[src/rtl/rlcs_pkg.sv]
// ----------------------------------------------------------------------------
// rlcs_pkg
// Shared types and constants of the serial RGB LED chain driver.
// ----------------------------------------------------------------------------
package rlcs_pkg;

    // Item operation codes.
    localparam logic OP_TICK  = 1'b0;
    localparam logic OP_WRITE = 1'b1;

    // Field and word widths.
    localparam int COLOR_W      = 24;
    localparam int CHAN_W       = 8;
    localparam int IDX_W        = 3;
    localparam int BIT_CNT_W    = 5;
    localparam int TICK_W       = 8;
    localparam int GAP_W        = 16;
    localparam int CFG_IDX_W    = 3;
    localparam int CFG_DATA_W   = 16;

    localparam logic [BIT_CNT_W-1:0] LAST_BIT = BIT_CNT_W'(COLOR_W - 1);

    // Configuration register indexes.
    localparam logic [CFG_IDX_W-1:0] CFG_HIGH_ONE  = 3'd0;
    localparam logic [CFG_IDX_W-1:0] CFG_HIGH_ZERO = 3'd1;
    localparam logic [CFG_IDX_W-1:0] CFG_BIT_TICKS = 3'd2;
    localparam logic [CFG_IDX_W-1:0] CFG_LATCH     = 3'd3;

    // Configuration reset values.
    localparam logic [TICK_W-1:0] RST_HIGH_ONE  = 8'd16;
    localparam logic [TICK_W-1:0] RST_HIGH_ZERO = 8'd8;
    localparam logic [TICK_W-1:0] RST_BIT_TICKS = 8'd25;
    localparam logic [GAP_W-1:0]  RST_LATCH     = 16'd1000;
    localparam logic [TICK_W-1:0] MIN_PERIOD    = 8'd2;

    // Effective timing after clamping.
    typedef struct packed {
        logic [TICK_W-1:0] high_one;
        logic [TICK_W-1:0] high_zero;
        logic [TICK_W-1:0] period;
        logic [GAP_W-1:0]  latch;
    } t_timing;

    // One result item.
    typedef struct packed {
        logic line_level;
        logic busy_res;
        logic frame_done;
        logic bad_index;
    } t_result;

endpackage

[src/rtl/rlcs_cfg.sv]
// ----------------------------------------------------------------------------
// rlcs_cfg
// Timing configuration registers with period and high time clamping.
// ----------------------------------------------------------------------------
module rlcs_cfg (
    input  logic                               i_clk,
    input  logic                               i_rst_n,
    input  logic                               i_wr_en,
    input  logic [rlcs_pkg::CFG_IDX_W-1:0]     i_wr_index,
    input  logic [rlcs_pkg::CFG_DATA_W-1:0]    i_wr_data,
    output rlcs_pkg::t_timing                  o_timing
);

    logic [rlcs_pkg::TICK_W-1:0] r_high_one;
    logic [rlcs_pkg::TICK_W-1:0] r_high_zero;
    logic [rlcs_pkg::TICK_W-1:0] r_bit_ticks;
    logic [rlcs_pkg::GAP_W-1:0]  r_latch;
    logic [rlcs_pkg::TICK_W-1:0] w_period;
    logic [rlcs_pkg::TICK_W-1:0] w_limit;

    // Register writes; indexes beyond the list are dropped.
    always_ff @(posedge i_clk) begin
        if (!i_rst_n) begin
            r_high_one  <= rlcs_pkg::RST_HIGH_ONE;
            r_high_zero <= rlcs_pkg::RST_HIGH_ZERO;
            r_bit_ticks <= rlcs_pkg::RST_BIT_TICKS;
            r_latch     <= rlcs_pkg::RST_LATCH;
        end else if (i_wr_en) begin
            unique case (i_wr_index)
                rlcs_pkg::CFG_HIGH_ONE:  r_high_one  <= i_wr_data[rlcs_pkg::TICK_W-1:0];
                rlcs_pkg::CFG_HIGH_ZERO: r_high_zero <= i_wr_data[rlcs_pkg::TICK_W-1:0];
                rlcs_pkg::CFG_BIT_TICKS: r_bit_ticks <= i_wr_data[rlcs_pkg::TICK_W-1:0];
                rlcs_pkg::CFG_LATCH:     r_latch     <= i_wr_data;
                default: ;
            endcase
        end
    end

    // A bit period is at least two ticks, and a high time leaves at least one low tick.
    assign w_period = (r_bit_ticks < rlcs_pkg::MIN_PERIOD) ? rlcs_pkg::MIN_PERIOD : r_bit_ticks;
    assign w_limit  = w_period - rlcs_pkg::TICK_W'(1);

    assign o_timing.high_one  = (r_high_one > w_limit) ? w_limit : r_high_one;
    assign o_timing.high_zero = (r_high_zero > w_limit) ? w_limit : r_high_zero;
    assign o_timing.period    = w_period;
    assign o_timing.latch     = r_latch;

endmodule

[src/rtl/rlcs_engine.sv]
// ----------------------------------------------------------------------------
// rlcs_engine
// Color store and frame state; one item is applied per step.
// ----------------------------------------------------------------------------
module rlcs_engine #(
    parameter int NUM_LEDS = 3
) (
    input  logic                             i_clk,
    input  logic                             i_rst_n,
    input  logic                             i_step,
    input  logic                             i_operation,
    input  logic [rlcs_pkg::IDX_W-1:0]       i_led_index,
    input  logic [rlcs_pkg::COLOR_W-1:0]     i_color,
    input  rlcs_pkg::t_timing                i_timing,
    output rlcs_pkg::t_result                o_result
);

    localparam int LED_W = (NUM_LEDS > 1) ? $clog2(NUM_LEDS) : 1;
    localparam logic [LED_W-1:0] LAST_LED = LED_W'(NUM_LEDS - 1);
    localparam logic [rlcs_pkg::IDX_W:0] LED_COUNT = (rlcs_pkg::IDX_W + 1)'(NUM_LEDS);

    logic [rlcs_pkg::COLOR_W-1:0]   r_store [NUM_LEDS];
    logic [rlcs_pkg::COLOR_W-1:0]   r_shift,  n_shift;
    logic [LED_W-1:0]               r_led,    n_led;
    logic [rlcs_pkg::BIT_CNT_W-1:0] r_bit,    n_bit;
    logic [rlcs_pkg::TICK_W-1:0]    r_phase,  n_phase;
    logic [rlcs_pkg::GAP_W-1:0]     r_gap,    n_gap;
    logic                           r_sending, n_sending;
    logic                           r_resend,  n_resend;

    logic                           w_wr_en;
    logic [LED_W-1:0]               w_wr_idx;
    logic                           w_frm_idle;
    logic                           w_start;
    logic [rlcs_pkg::COLOR_W-1:0]   w_cur_shift;
    logic [rlcs_pkg::TICK_W-1:0]    w_cur_phase;
    logic [rlcs_pkg::BIT_CNT_W-1:0] w_cur_bit;
    logic [LED_W-1:0]               w_cur_led;
    logic [LED_W-1:0]               w_next_led;
    logic [rlcs_pkg::TICK_W-1:0]    w_high;
    logic                           w_bit_end;

    assign w_wr_idx   = i_led_index[LED_W-1:0];
    assign w_frm_idle = !r_sending && (r_gap == '0);
    assign w_start    = w_frm_idle && r_resend;

    // A pending resend starts the frame on the tick itself.
    assign w_cur_shift = w_start ? r_store[0] : r_shift;
    assign w_cur_phase = w_start ? '0 : r_phase;
    assign w_cur_bit   = w_start ? '0 : r_bit;
    assign w_cur_led   = w_start ? '0 : r_led;
    assign w_next_led  = (w_cur_led == LAST_LED) ? '0 : w_cur_led + LED_W'(1);

    assign w_high    = w_cur_shift[rlcs_pkg::COLOR_W-1] ? i_timing.high_one : i_timing.high_zero;
    assign w_bit_end = ({1'b0, w_cur_phase} + 9'd1) >= {1'b0, i_timing.period};

    // Next state and result of the item being applied.
    always_comb begin
        n_shift   = r_shift;
        n_led     = r_led;
        n_bit     = r_bit;
        n_phase   = r_phase;
        n_gap     = r_gap;
        n_sending = r_sending;
        n_resend  = r_resend;
        w_wr_en   = 1'b0;
        o_result  = '0;
        if (i_operation == rlcs_pkg::OP_WRITE) begin
            if ({1'b0, i_led_index} >= LED_COUNT) begin
                o_result.bad_index = 1'b1;
                o_result.busy_res  = !w_frm_idle;
            end else begin
                w_wr_en           = i_step;
                o_result.busy_res = 1'b1;
                if (!w_frm_idle) begin
                    n_resend = 1'b1;
                end else begin
                    n_sending = 1'b1;
                    n_resend  = 1'b0;
                    n_led     = '0;
                    n_bit     = '0;
                    n_phase   = '0;
                    n_shift   = (w_wr_idx == '0) ? i_color : r_store[0];
                end
            end
        end else if (r_sending || w_start) begin
            n_sending           = 1'b1;
            n_resend            = w_start ? 1'b0 : r_resend;
            n_led               = w_cur_led;
            n_bit               = w_cur_bit;
            n_shift             = w_cur_shift;
            o_result.line_level = w_cur_phase < w_high;
            o_result.busy_res   = 1'b1;
            if (w_bit_end) begin
                n_phase = '0;
                n_shift = {w_cur_shift[rlcs_pkg::COLOR_W-2:0], 1'b0};
                n_bit   = w_cur_bit + rlcs_pkg::BIT_CNT_W'(1);
                if (w_cur_bit == rlcs_pkg::LAST_BIT) begin
                    n_bit = '0;
                    n_led = w_next_led;
                    if (w_cur_led == LAST_LED) begin
                        n_sending           = 1'b0;
                        n_gap               = i_timing.latch;
                        o_result.frame_done = 1'b1;
                    end else begin
                        n_shift = r_store[w_next_led];
                    end
                end
            end else begin
                n_phase = w_cur_phase + rlcs_pkg::TICK_W'(1);
            end
        end else if (r_gap != '0) begin
            n_gap             = r_gap - rlcs_pkg::GAP_W'(1);
            o_result.busy_res = 1'b1;
        end
    end

    // State update on each applied item.
    always_ff @(posedge i_clk) begin
        if (!i_rst_n) begin
            r_shift   <= '0;
            r_led     <= '0;
            r_bit     <= '0;
            r_phase   <= '0;
            r_gap     <= '0;
            r_sending <= 1'b0;
            r_resend  <= 1'b0;
        end else if (i_step) begin
            r_shift   <= n_shift;
            r_led     <= n_led;
            r_bit     <= n_bit;
            r_phase   <= n_phase;
            r_gap     <= n_gap;
            r_sending <= n_sending;
            r_resend  <= n_resend;
        end
    end

    // Color store, cleared by reset.
    always_ff @(posedge i_clk) begin
        if (!i_rst_n) begin
            for (int i = 0; i < NUM_LEDS; i++) begin
                r_store[i] <= '0;
            end
        end else if (w_wr_en) begin
            r_store[w_wr_idx] <= i_color;
        end
    end

endmodule

[src/rtl/rgb_led_chain_serializer_core.sv]
// ----------------------------------------------------------------------------
// rgb_led_chain_serializer_core
// Serial RGB LED chain driver: stores one color per LED and produces one
// data line level per tick item.
// ----------------------------------------------------------------------------
//   Channel  Direction  Handshake               Content
//   in       input      i_in_valid/o_in_stall   operation, LED index, color
//   out      output     o_out_valid/i_out_stall line level, busy, done, bad index
//   cfg      input      i_cfg_valid/o_cfg_ready register index and data
//
// One item per clock cycle while the output is not stalled: a transfer
// lands in the input register and is applied to the frame state once the
// output register is free. The edge that updates the state also loads the
// result register, which offers the result until it is taken.
// Reset clears the configuration to its defaults, the color store to zero and
// the frame state to idle. A stalled output holds the pipeline; the input
// register is still filled while it is empty, and the input stalls only when
// both registers are full and the output is stalled.
// ----------------------------------------------------------------------------
module rgb_led_chain_serializer_core #(
    parameter int NUM_LEDS = 3
) (
    input  logic                              i_clk,
    input  logic                              i_rst_n,
    input  logic                              i_in_valid,
    output logic                              o_in_stall,
    input  logic                              i_operation,
    input  logic [rlcs_pkg::IDX_W-1:0]        i_led_index,
    input  logic [rlcs_pkg::CHAN_W-1:0]       i_red,
    input  logic [rlcs_pkg::CHAN_W-1:0]       i_green,
    input  logic [rlcs_pkg::CHAN_W-1:0]       i_blue,
    output logic                              o_out_valid,
    input  logic                              i_out_stall,
    output logic                              o_line_level,
    output logic                              o_busy_res,
    output logic                              o_frame_done,
    output logic                              o_bad_index,
    input  logic                              i_cfg_valid,
    output logic                              o_cfg_ready,
    input  logic [rlcs_pkg::CFG_IDX_W-1:0]    i_cfg_index,
    input  logic [rlcs_pkg::CFG_DATA_W-1:0]   i_cfg_data
);

    logic                           r_in_valid;
    logic                           r_in_op;
    logic [rlcs_pkg::IDX_W-1:0]     r_in_idx;
    logic [rlcs_pkg::COLOR_W-1:0]   r_in_color;
    logic                           r_out_valid;
    rlcs_pkg::t_result              r_out;
    rlcs_pkg::t_result              w_result;
    rlcs_pkg::t_timing              w_timing;
    logic                           w_out_free;
    logic                           w_step;
    logic                           w_in_take;

    // Pipeline control.
    assign w_out_free = !r_out_valid || !i_out_stall;
    assign w_step     = r_in_valid && w_out_free;
    assign o_in_stall = r_in_valid && !w_out_free;
    assign w_in_take  = i_in_valid && !o_in_stall;
    assign o_cfg_ready = 1'b1;

    // Input register.
    always_ff @(posedge i_clk) begin
        if (!i_rst_n) begin
            r_in_valid <= 1'b0;
        end else if (w_in_take) begin
            r_in_valid <= 1'b1;
        end else if (w_step) begin
            r_in_valid <= 1'b0;
        end
    end

    always_ff @(posedge i_clk) begin
        if (w_in_take) begin
            r_in_op    <= i_operation;
            r_in_idx   <= i_led_index;
            r_in_color <= {i_green, i_red, i_blue};
        end
    end

    // Configuration registers.
    rlcs_cfg u_cfg (
        .i_clk      (i_clk),
        .i_rst_n    (i_rst_n),
        .i_wr_en    (i_cfg_valid && o_cfg_ready),
        .i_wr_index (i_cfg_index),
        .i_wr_data  (i_cfg_data),
        .o_timing   (w_timing)
    );

    // Frame engine.
    rlcs_engine #(
        .NUM_LEDS (NUM_LEDS)
    ) u_engine (
        .i_clk       (i_clk),
        .i_rst_n     (i_rst_n),
        .i_step      (w_step),
        .i_operation (r_in_op),
        .i_led_index (r_in_idx),
        .i_color     (r_in_color),
        .i_timing    (w_timing),
        .o_result    (w_result)
    );

    // Output register.
    always_ff @(posedge i_clk) begin
        if (!i_rst_n) begin
            r_out_valid <= 1'b0;
        end else if (w_out_free) begin
            r_out_valid <= w_step;
        end
    end

    always_ff @(posedge i_clk) begin
        if (w_step) begin
            r_out <= w_result;
        end
    end

    assign o_out_valid  = r_out_valid;
    assign o_line_level = r_out.line_level;
    assign o_busy_res   = r_out.busy_res;
    assign o_frame_done = r_out.frame_done;
    assign o_bad_index  = r_out.bad_index;

endmodule

[config.mk]
export PLATFORM = sky130hd
export DESIGN_NAME = rgb_led_chain_serializer_core
export DESIGN_NICKNAME = d
export VERILOG_FILES = /design/src/rtl/rlcs_pkg.sv /design/src/rtl/rlcs_cfg.sv /design/src/rtl/rlcs_engine.sv /design/src/rtl/rgb_led_chain_serializer_core.sv
export SDC_FILE = /design/constraint.sdc
export NUM_CORES = 1
export LEC_CHECK = 0
export BUFFER_PORTS_ARGS = -buffer_cell sky130_fd_sc_hd__clkbuf_2
export CORE_UTILIZATION = 36
export CTS_BUF_LIST = sky130_fd_sc_hd__clkbuf_8
export DETAILED_ROUTE_END_ITERATION = 10
export SETUP_SLACK_MARGIN = 0.1
export SLEW_MARGIN = 20
export SYNTH_ARGS = -nofsm -noshare
export SYNTH_HDL_FRONTEND = slang
export SYNTH_SLANG_ARGS = --single-unit
[constraint.sdc]
create_clock -name i_clk -period 12.4 [get_ports i_clk]
set_input_delay 0.62 -clock i_clk [delete_from_list [all_inputs] [get_ports i_clk]]
set_output_delay 0.62 -clock i_clk [all_outputs]
set_load 0.02 [all_outputs]
==> impl_metrics.tcl <==
set metrics [dict create \
    status "finished clean" \
    worst_slew_pin_slew_ns 1.154 \
    cts_buffers 37 \
    hold_buffers 0 \
    cts.htree.levels 2 \
    tritoncts "built" \
    synth-edff-count 104 \
    finalNetCount 1324 \
    powerDensity_nw_per_um2 189.2 \
    place_area_sq_um 11360 \
    cp_data_arrival_time_ns 6.77 \
    clockBufferDepth 3 \
    initial_core_util 0.3695 \
    final.setup.tns_ns 0 \
    post-route-cell-area_sq_um 12090 \
    postSynth.asyncResetShare 0 \
    power_mw 2.286 \
    portBuffers 57 \
    insertion_delay_ns 0.54 \
    netlist_instances 1204 \
    hold_class "in -> reg" \
    whs_ns 0.2582 \
    start_kind "flop" \
    synth-xor-area-share 0.008986 \
    setup_viol 0 \
    fillers 2889 \
    period_share 0.5168 \
    drv_slew 0 \
    cts_setup_buffers 0 \
    cpMaxStageDelayCell "nor3b_1" \
    yosysWarnings 0 \
    cap_viol_max_count 0 \
    relSlewSlack 0.2281 \
    cts_resized 0 \
    grt_first_pass_wirelength_um 47060 \
    path_cells "or3_1, or4_1, o21ai_0, ha_1, nor3b_1, xnor2_1, ha_1, o311ai_0, or4b_1, o211ai_2, nand2_2, o21a_1, a221o_1, ha_1, nand3_1, nor2_1, a221oi_1, o21ai_0, nor3_1, and2_1, o221ai_1, o21ai_0" \
    dp_hpwl_um 18690 \
    die_w_um 174.6 \
    antenna_found_initial 0 \
    fin_skew_ns 0.02206 \
    end_kind "flop" \
    synth-simple-area-share 0.2277 \
    synth.avg_cell_area_sq_um 8.905 \
    avgRoutedWirePerCell_um 17.68 \
    track_usage 0.1924 \
    netlist_area_sq_um 10720 \
    fmax_mhz 156.1 \
    via_per_inst 5.433 \
    ir_drop_v 0.0001495 \
    io_pins 59 \
    ys_ff_latch 203 \
    routed_wl_um 29210 \
    critical_path_class "reg -> reg" \
    overflow 0 \
    synth.area.mux_share 0.03151 \
    post-route-drc-count 0 \
    drive_gt1_frac 0.1144 \
    rows 62 \
    period_needed_ns 6.408 \
    slowest_delay_ns 0.62 \
    gp_congestion 0.8734 \
    cts_root_buffer "clkbuf_8" \
    crit_fanout 9 \
    n_antenna_cell 0 \
    crit_family "simple AND/OR/NAND/NOR gates" \
    dieArea_sq_um 30480 \
    worstPathRequired_ns 12.76 \
    rsz0062_at_grt "no" \
    clkTransAtPathRegs_ns 0.06 \
    hold_viol 0 \
    synth_top_family_by_area "simple AND/OR/NAND/NOR gates" \
    via_count 8975 \
    ant_nets 0 \
    synth.distinct_cells 71 \
    fin_util 0.4166 \
    synth_nets 1286 \
    dr.first_iter.drc_count 786 \
    leakage_nw 4.775 \
    area.growth.synth_to_final_pct 12.73 \
    grt_max_degree 57 \
    cts.sinks 203 \
    fp.dieH_um 174.6 \
    yosys_most_used_dff "edfxtp_1" \
    synth-compound-area-share 0.1828 \
    core-area_sq_um 29010 \
    ys_seq_area_frac 0.4761 \
    cp.buffers_inverters 0 \
    grt_pass1_vias 8618 \
    drt_pass1_iterations 8 \
    yosys.area_share.adder 0.03699 \
]
## power by group
part	leakage, nW	switching (mW)	internal [mW]
clock	0.428	0.289	0.347
sequential	1.86	0.0564	0.772
combinational	2.48	0.537	0.286
## sequential cells by signal (all words and copies together) (netlist names)
| signal | count |
|---|---|
| u_cfg.r_high_zero | 8 |
| u_cfg.r_bit_ticks | 8 |
| u_engine.r_gap | 16 |
| o_frame_done | 1 |
| o_bad_index | 1 |
| o_line_level | 1 |
| r_in_op | 1 |
| u_engine.r_shift | 24 |
| o_busy_res | 1 |
| u_cfg.r_high_one | 8 |
| u_engine.r_bit | 5 |
| u_engine.r_sending | 1 |
| u_cfg.r_latch | 16 |
| r_in_valid | 1 |
| r_in_idx | 3 |
| u_engine.r_store | 72 |
| u_engine.r_led | 2 |
| r_in_color | 24 |
| u_engine.r_resend | 1 |
| o_out_valid | 1 |
| u_engine.r_phase | 8 |
## layer usage
metal	global-route usage	routed length, um
met1	0.2703	13990
met2	0.3031	12900
met3	0.03307	1801
met4	0.05543	522
met5	0	0
## cells in the final DEF (no fill, tap or decap), types with 20 or more instances in the layout
master and n:
nand2_1 202, a21oi_1 112, edfxtp_1 104, dfxtp_1 98, nor2_1 94, and2_1 86, o21ai_0 62, clkbuf_2 57
clkbuf_8 41, inv_1 39, nand3_1 32, ha_1 30, mux2i_1 29, o22ai_1 20
## Yosys cell counts (11+ instances only)
| cell type | number | share of area |
|---|---|---|
| nand2_1 | 202 | 0.071 |
| a21oi_1 | 112 | 0.052 |
| edfxtp_1 | 104 | 0.29 |
| dfxtp_1 | 99 | 0.18 |
| nor2_1 | 96 | 0.034 |
| and2_1 | 86 | 0.050 |
| o21ai_0 | 63 | 0.029 |
| clkbuf_1 | 57 | 0.020 |
| nand3_1 | 33 | 0.015 |
| ha_1 | 30 | 0.035 |
| mux2i_1 | 29 | 0.027 |
| inv_1 | 24 | 0.0084 |
| o22ai_1 | 20 | 0.012 |
| nor3_1 | 19 | 0.0089 |
| o211ai_1 | 16 | 0.011 |
| nor2b_1 | 14 | 0.0082 |
| a221o_1 | 13 | 0.012 |
| nand2b_1 | 13 | 0.0076 |
| a31oi_1 | 12 | 0.0070 |
| buf_2 | 11 | 0.0051 |
| nand4_1 | 11 | 0.0064 |
## metrics by stage
step           setup slack, ns  instances
2_1_floorplan            6.748       1204
3_3_place_gp             6.309       1587
3_5_place_dp             6.126       1587
4_1_cts                  6.022       1652
5_1_grt                  5.494       1652
6_report                 5.992       1652
## cell families (layout without fill, tap and decap cells)
kind of cell             Yosys count  in the layout
AND/OR/NAND/NOR                  515            515
multiplexers                      33             33
AO/OA/AOI/OAI                    312            312
XOR/XNOR                          11             11
buffers and inverters             97            161
adder cells (fa/ha/maj)           32             32
other                              1              1
flip-flops                       203            203
## final cells by class
cell class	instances	area, sq um	area share
Inverter	26	97.59	0.008075
Tap cell	384	480.5	0.03975
Clock buffer	41	564.3	0.04669
Sequential cell	203	5106	0.4225
Timing Repair Buffer	70	382.9	0.03168
Clock inverter	24	158.9	0.01315
Multi-Input combinational cell	904	5296	0.4382
## path summary, 6_finish.rpt
check	start	end	slack (ns)	cells after the start
setup reg to reg	u_cfg.r_bit_ticks[4]	o_line_level	5.99	22
setup / recovery	u_cfg.r_bit_ticks[4]	o_line_level	5.99	22
hold / removal	i_blue[3]	r_in_color[3]	0.26	1
hold reg to reg	u_engine.r_shift[13]	u_engine.r_shift[13]	0.46	2
No activity file was read; power rests on OpenSTA's default activity.
